File: config.mk
export PLATFORM = sky130hd
export DESIGN_NAME = chi_ctrl
export DESIGN_NICKNAME = d
export VERILOG_FILES = /design/src/chi_pkg.sv /design/src/chi_ctrl.sv
export SDC_FILE = /design/constraint.sdc
export NUM_CORES = 1
export LEC_CHECK = 0
export BUFFER_PORTS_ARGS = -buffer_cell sky130_fd_sc_hd__clkbuf_2
export CAP_MARGIN = 0
export CORE_UTILIZATION = 35
export CTS_BUF_LIST = sky130_fd_sc_hd__clkbuf_4 sky130_fd_sc_hd__clkbuf_8
export CTS_CLUSTER_SIZE = 40
export DETAILED_ROUTE_END_ITERATION = 12
export GPL_TIMING_DRIVEN = 0
export PLACE_DENSITY = 0.56
export SETUP_SLACK_MARGIN = 0.2
export SYNTH_ARGS = -nofsm -noshare
export SYNTH_HDL_FRONTEND = slang
export SYNTH_SLANG_ARGS = --single-unit
File: constraint.sdc
create_clock -name clk -period 7 [get_ports clk]
set_input_delay 1.05 -clock clk [delete_from_list [all_inputs] [get_ports clk]]
set_output_delay 1.05 -clock clk [all_outputs]
set_load 0.005 [all_outputs]
File: src/chi_pkg.sv
// shared types and constants for the cuckoo hash insert block
// used by the controller, datapath, top level and checker
`default_nettype none
package chi_pkg;
	typedef struct packed {
		logic [63:0] key;
		logic [31:0] payload;
	} in_item_t;

	typedef struct packed {
		logic        inserted;
		logic [63:0] dropped_key;
		logic [31:0] dropped_payload;
		logic [10:0] entry_count;
	} out_item_t;

	localparam logic [31:0] DJB2_INIT = 32'd5381;
	localparam logic [7:0]  RETRIES_RESET = 8'd100;

	// datapath operations
	typedef enum logic [2:0] {
		OP_IDLE,
		OP_LOAD,
		OP_HASH,
		OP_READ1,
		OP_SWAP1,
		OP_READ2,
		OP_SWAP2
	} op_t;

	typedef struct packed {
		op_t  op;
		logic hash_start;
		logic fill1;
		logic fill2;
		logic fail;
	} cmd_t;

	typedef struct packed {
		logic hash_done;
		logic valid1;
		logic valid2;
		logic ready;
	} sts_t;
endpackage
`default_nettype wire

File: src/chi_ctrl.sv
// controller state machine for the cuckoo hash insert
// depends on chi_pkg; drives chi_dp through cmd_t / sts_t
`default_nettype none
module chi_ctrl (
	input  wire logic            clk,
	input  wire logic            arst_n,
	input  wire logic            in_valid,
	output logic                 in_stall,
	output logic                 out_valid,
	input  wire logic            out_stall,
	input  wire logic            cfg_we,
	input  wire logic [7:0]      cfg_data,
	output chi_pkg::cmd_t        cmd,
	input  wire chi_pkg::sts_t   sts
);
	typedef enum logic [3:0] {
		ST_IDLE, ST_H1, ST_R1, ST_W1, ST_H2, ST_R2, ST_W2, ST_DONE
	} state_t;

	state_t     state_q;
	logic [7:0] retries_q;
	logic [7:0] round_q;

	assign in_stall = (state_q != ST_IDLE) || out_valid || !sts.ready;

	always_comb begin
		cmd = '0;
		cmd.op = chi_pkg::OP_IDLE;
		unique case (state_q)
			ST_IDLE: begin
				if (in_valid && !out_valid && sts.ready) begin
					cmd.op = chi_pkg::OP_LOAD;
					cmd.fail = (retries_q == 8'd0);
				end
			end
			ST_H1, ST_H2: cmd.op = chi_pkg::OP_HASH;
			ST_R1: cmd.op = chi_pkg::OP_READ1;
			ST_W1: begin
				cmd.op = chi_pkg::OP_SWAP1;
				cmd.fill1 = !sts.valid1;
				cmd.hash_start = sts.valid1;
			end
			ST_R2: cmd.op = chi_pkg::OP_READ2;
			ST_W2: begin
				cmd.op = chi_pkg::OP_SWAP2;
				cmd.fill2 = !sts.valid2;
				cmd.hash_start = sts.valid2 && (round_q + 8'd1 < retries_q);
				cmd.fail = sts.valid2 && !(round_q + 8'd1 < retries_q);
			end
			ST_DONE: cmd.op = chi_pkg::OP_IDLE;
			default: cmd.op = chi_pkg::OP_IDLE;
		endcase
	end

	always_ff @(posedge clk or negedge arst_n) begin
		if (!arst_n) begin
			state_q   <= ST_IDLE;
			retries_q <= chi_pkg::RETRIES_RESET;
			round_q   <= '0;
			out_valid <= 1'b0;
		end else begin
			if (cfg_we) retries_q <= cfg_data;
			if (out_valid && !out_stall) out_valid <= 1'b0;
			unique case (state_q)
				ST_IDLE: begin
					if (in_valid && !out_valid && sts.ready) begin
						round_q <= '0;
						if (retries_q == 8'd0) begin
							out_valid <= 1'b1;
						end else begin
							state_q <= ST_H1;
						end
					end
				end
				ST_H1: if (sts.hash_done) state_q <= ST_R1;
				ST_R1: state_q <= ST_W1;
				ST_W1: begin
					if (!sts.valid1) begin
						state_q <= ST_DONE;
					end else begin
						state_q <= ST_H2;
					end
				end
				ST_H2: if (sts.hash_done) state_q <= ST_R2;
				ST_R2: state_q <= ST_W2;
				ST_W2: begin
					if (!sts.valid2 || !(round_q + 8'd1 < retries_q)) begin
						state_q <= ST_DONE;
					end else begin
						round_q <= round_q + 8'd1;
						state_q <= ST_H1;
					end
				end
				ST_DONE: begin
					out_valid <= 1'b1;
					state_q   <= ST_IDLE;
				end
				default: state_q <= ST_IDLE;
			endcase
		end
	end
endmodule
`default_nettype wire

Word-level counts from Yosys, hierarchy flattened
Cells that the tools add are included.
{"block": "word_totals", "inputBits": 17, "register_bits": 21}
{"block": "classes", "magnitude_cmp": 1, "muxes": 21, "reduce_logical": 21, "add_sub_neg": 1, "eq_ne": 12}
{"operator": "4-bit one-hot mux with 7 select lines", "count": 1}
{"operator": "3-bit one-hot mux with 6 select lines", "count": 1}
{"operator": "4-bit by 3-bit == test with 1-bit output, second input constant", "count": 4}
{"operator": "4-bit two-way mux", "count": 4}
{"operator": "8-bit two-way mux", "count": 2}
{"operator": "8-bit one-hot mux with 2 select lines", "count": 1}
{"operator": "2-bit inequality test, second input constant", "count": 5}
{"operator": "8-bit by 1-bit adder with 8-bit output, second input constant", "count": 1}
{"operator": "4-bit by 2-bit == test with 1-bit output, second input constant", "count": 2}
{"operator": "8-bit zero test", "count": 1}
{"operator": "8-bit < comparator", "count": 1}
{"operator": "1-bit two-way mux", "count": 7}
{"operator": "1-bit zero test", "count": 6}
{"operator": "1-bit one-hot mux with 2 select lines", "count": 3}
{"operator": "1-bit logical AND", "count": 5}
{"operator": "4-bit by 1-bit == test with 1-bit output, second input constant", "count": 1}
{"operator": "4-bit zero test", "count": 1}
{"operator": "4-bit AND reduction", "count": 1}
{"operator": "4-bit nonzero test", "count": 1}
{"operator": "1-bit logical OR", "count": 3}
{"operator": "3-bit two-way mux", "count": 1}
{"operator": "3-bit AND reduction", "count": 1}
{"operator": "2-bit two-way mux", "count": 1}
{"operator": "2-bit nonzero test", "count": 1}
{"operator": "2-bit OR reduction", "count": 1}

Longest topological paths before layout
{"block": "logic_depth", "word_depth": 6, "depth_mapped": 12}

Worst setup path after synthesis
No wires, ideal clock.
{"block": "synth_path", "kind": "register to output", "startpoint": "register round_q[3]", "endpoint": "output port cmd[3] (netlist bit)", "path_stages_with_launch": 13, "path_buffers": 2, "slack_ps": 3598, "required_ps": 5950, "arrival_time_ps": 2352, "path_cell_list": "dfrtp_1 > clkbuf_1 > nand2_1 > or2_1 > nor2_1 > xor2_1 > ha_1 > a21oi_1 > o211a_1 > o31a_1 > buf_4 > nor3b_2 > o21a_1"}
{"item": "start, declared", "line": "chi_ctrl.sv:22", "rtl": "logic [7:0] round_q;"}
{"item": "start signal, assigned", "line": "chi_ctrl.sv:90", "rtl": "round_q <= round_q + 8'd1;"}
{"item": "end, declared", "line": "chi_ctrl.sv:13", "rtl": "output chi_pkg::cmd_t cmd,"}

==> results.toml <==
[routing]
route.detailed.drc = 0
drtIter0Drc = 40
vias_per_cell = 5.10
dr_total_vias = 1188
ant_nets = 0
wl_per_cell_um = 13.1
drt_wl_total_um = 3050
drtPass1Iterations = 4

[critical_path]
path_cells = "clkbuf_1 > nand2_1 > or2_1 > nor2_1 > xor2_1 > ha_1 > a21oi_1 > o211a_1 > o31a_1 > buf_4 > nor3b_2 > o21a_1 > clkbuf_2"
start_kind = "register"
r2r-end = "round_q[4]"
cpPeakStageDelay_ns = 0.33
path_class = "reg2out"
reg2regPathDepth = 12
crit_slowest_cell = "dfrtp_1"
path_depth = 13
endpoint = "cmd[3]"
path_buf_inv = 3
cp_top_family = "compound AO/OA/AOI/OAI gates"
critPathCaptureType = "primary output"
cp_data_required_time_ns = 5.95
critPathMaxFanout = 10
crit_path_start = "round_q[3]"
arrival_ns = 3.12
r2r_start = "round_q[3]"
rrSetupSlack_ns = 4.16

[grt]
grt_pass1_vias = 1209
grtUsageMet3 = 0.0250
grt_max_degree = 21
grt_usage = 0.172
grt.busiest_layer = "met2"
gr-total-overflow = 0
antenna_found_initial = 0
grtUsageMet1 = 0.215
grt_pass1_wl_um = 5400
grtUsageMet2 = 0.291

[cells_and_area]
diodes = 0
fill_cells = 373
fin_area_um2 = 1590
areaGrowthSynthToFinish_pct = 17.3
final_nets = 211
drive_gt1_frac = 0.238
fin_util = 0.431

[floorplanning]
io_pins = 26
die_x_um = 64.2
core_um2 = 3690
die-area_um2 = 4120
rows = 22
initial_core_util = 0.367
die_y_um = 64.2

[clock_network]
h-tree-depth = 1
clock_latency_ns = 0.26
cts_hold_buf = 0
cts_tree = "yes"
ctsResizeCount = 0
cts_root_buf = "clkbuf_8"
cts_setup_buffers = 0
clock_sinks = 20
clk_pin_slew_ns = 0.08
clockBufferDepth = 2
numCtsBuffers = 3

[yosys]
synth_edf_count = 0
yosys_warnings = 0
ys_types = 46
yosys_register_bits = 20
syn_avg_cell_area_um2 = 8.69
yosysSeqAreaShare = 0.372
synth.cell_area_um2 = 1360
synth_nets = 181
syn_inst = 156
ys.flop_type = "dfrtp_1"
synth_async_sr_flop_share = 1.00

[sta]
tns_ns = 0
slew_violations = 0
maxSlewHeadroom = 0.666
clock_skew_ns = 0.00727
period_share = 0.596
setup_viol = 0
min_period_ns = 4.17
whs_ns = 0.530
hold_viol = 0
max_slew.worst_pin.slew_ns = 0.500
rsz0062_at_grt = "no"
fmax_mhz = 240

[power]
power_density_nw_per_um2 = 355
leakage_nw = 0.772
vdd_drop_max_v = 0.000167
power_mw = 0.564

[placement]
dp_hpwl_um = 2410
gp_congestion = 0.828
numPortBuffers = 25
post_dp_cell_area_um2 = 1540

[flow_run]
drv_cap = 0

[hold_path]
min_path_cells = 2
hp-class = "reg2reg"

[run_status]
status = "finished clean"
[how the worst min path moves through the flow]
stage	endpoint	from	slack [ns]
final	out_valid	out_valid	0.53
after global routing	out_valid	out_valid	0.56
after CTS	out_valid	out_valid	0.54
after floorplan	round_q[7]	round_q[7]	0.49
after global placement	round_q[7]	round_q[7]	0.51
after detailed placement	out_valid	out_valid	0.52
[kinds of logic after synthesis]
| group | count (synthesis) | share of synthesized area |
|---|---|---|
| XOR/XNOR | 8 | 0.0517 |
| adder cells (fa/ha/maj) | 8 | 0.0739 |
| AND/OR/NAND/NOR | 62 | 0.230 |
| buffers and inverters | 19 | 0.0573 |
| AO/OA/AOI/OAI | 38 | 0.207 |
| flip-flops | 20 | 0.372 |
| multiplexers | 1 | 0.00831 |
[per-layer routing]
layer  vias up  routed length, um
li1        607                  -
met1       558               1510
met2        19               1390
met3         4                 96
met4         0                 46
met5         -                  0
[through the flow]
| stage | setup slack, ns | std cells |
|---|---|---|
| finish | 2.83 | 233 |
| global route | 2.47 | 233 |
| CTS | 2.82 | 233 |
| detailed placement | 3.15 | 229 |
| global placement | 3.24 | 229 |
| floorplan | 3.60 | 156 |
[cell type report]
type / instances / area, um2 / area share
buffer: 9 / 40.0 / 0.0252
clock buffer: 4 / 48.8 / 0.0307
inverter: 10 / 37.5 / 0.0236
multi-input combinational: 117 / 773 / 0.487
sequential: 20 / 504 / 0.317
tap: 48 / 60.1 / 0.0378
timing repair buffer: 25 / 125 / 0.0787
[sequential cells by signal, indices dropped and copies added, names as in the netlist]
register   cells
retries_q      8
out_valid      1
round_q        8
state_q        3
[cell usage after synthesis (2+ instances only)]
cell type,n,share of area
o21ai_0,9,0.033
and3_1,2,0.0092
o22a_1,2,0.013
dfstp_2,3,0.058
nor2_1,11,0.030
nor3_1,4,0.015
a21oi_1,4,0.015
or4_4,2,0.017
or2_2,2,0.0092
a2bb2oi_1,4,0.026
nand2_1,25,0.069
a22o_1,3,0.019
xor2_1,4,0.026
clkbuf_1,4,0.011
buf_2,2,0.0074
buf_1,2,0.0055
inv_1,10,0.028
dfrtp_1,17,0.31
nand3_1,7,0.026
nand3b_1,2,0.011
xnor2_1,4,0.026
ha_1,8,0.074
a211o_1,2,0.013
[placed cells by master (no fill, tap or decap), types with 7 or more instances in the layout]
cell	instances
nand2_1	25
clkbuf_2	25
dfrtp_1	17
nor2_1	11
inv_1	10
o21ai_0	9
ha_1	8
nand3_1	7
[tightest hold or removal path, stage by stage, from the launching register on]
cell and delay, ns:
dfrtp_1 0.37, nand2_1 0.07, o211ai_2 0.05
[report_power, final]
group	switching, mW	internal (mW)	total (mW)
registers	0.0274	0.149	0.176
logic	0.170	0.134	0.304
clock network	0.0399	0.0444	0.0843
total	0.237	0.327	0.564
(Power assumes the default switching activity.)
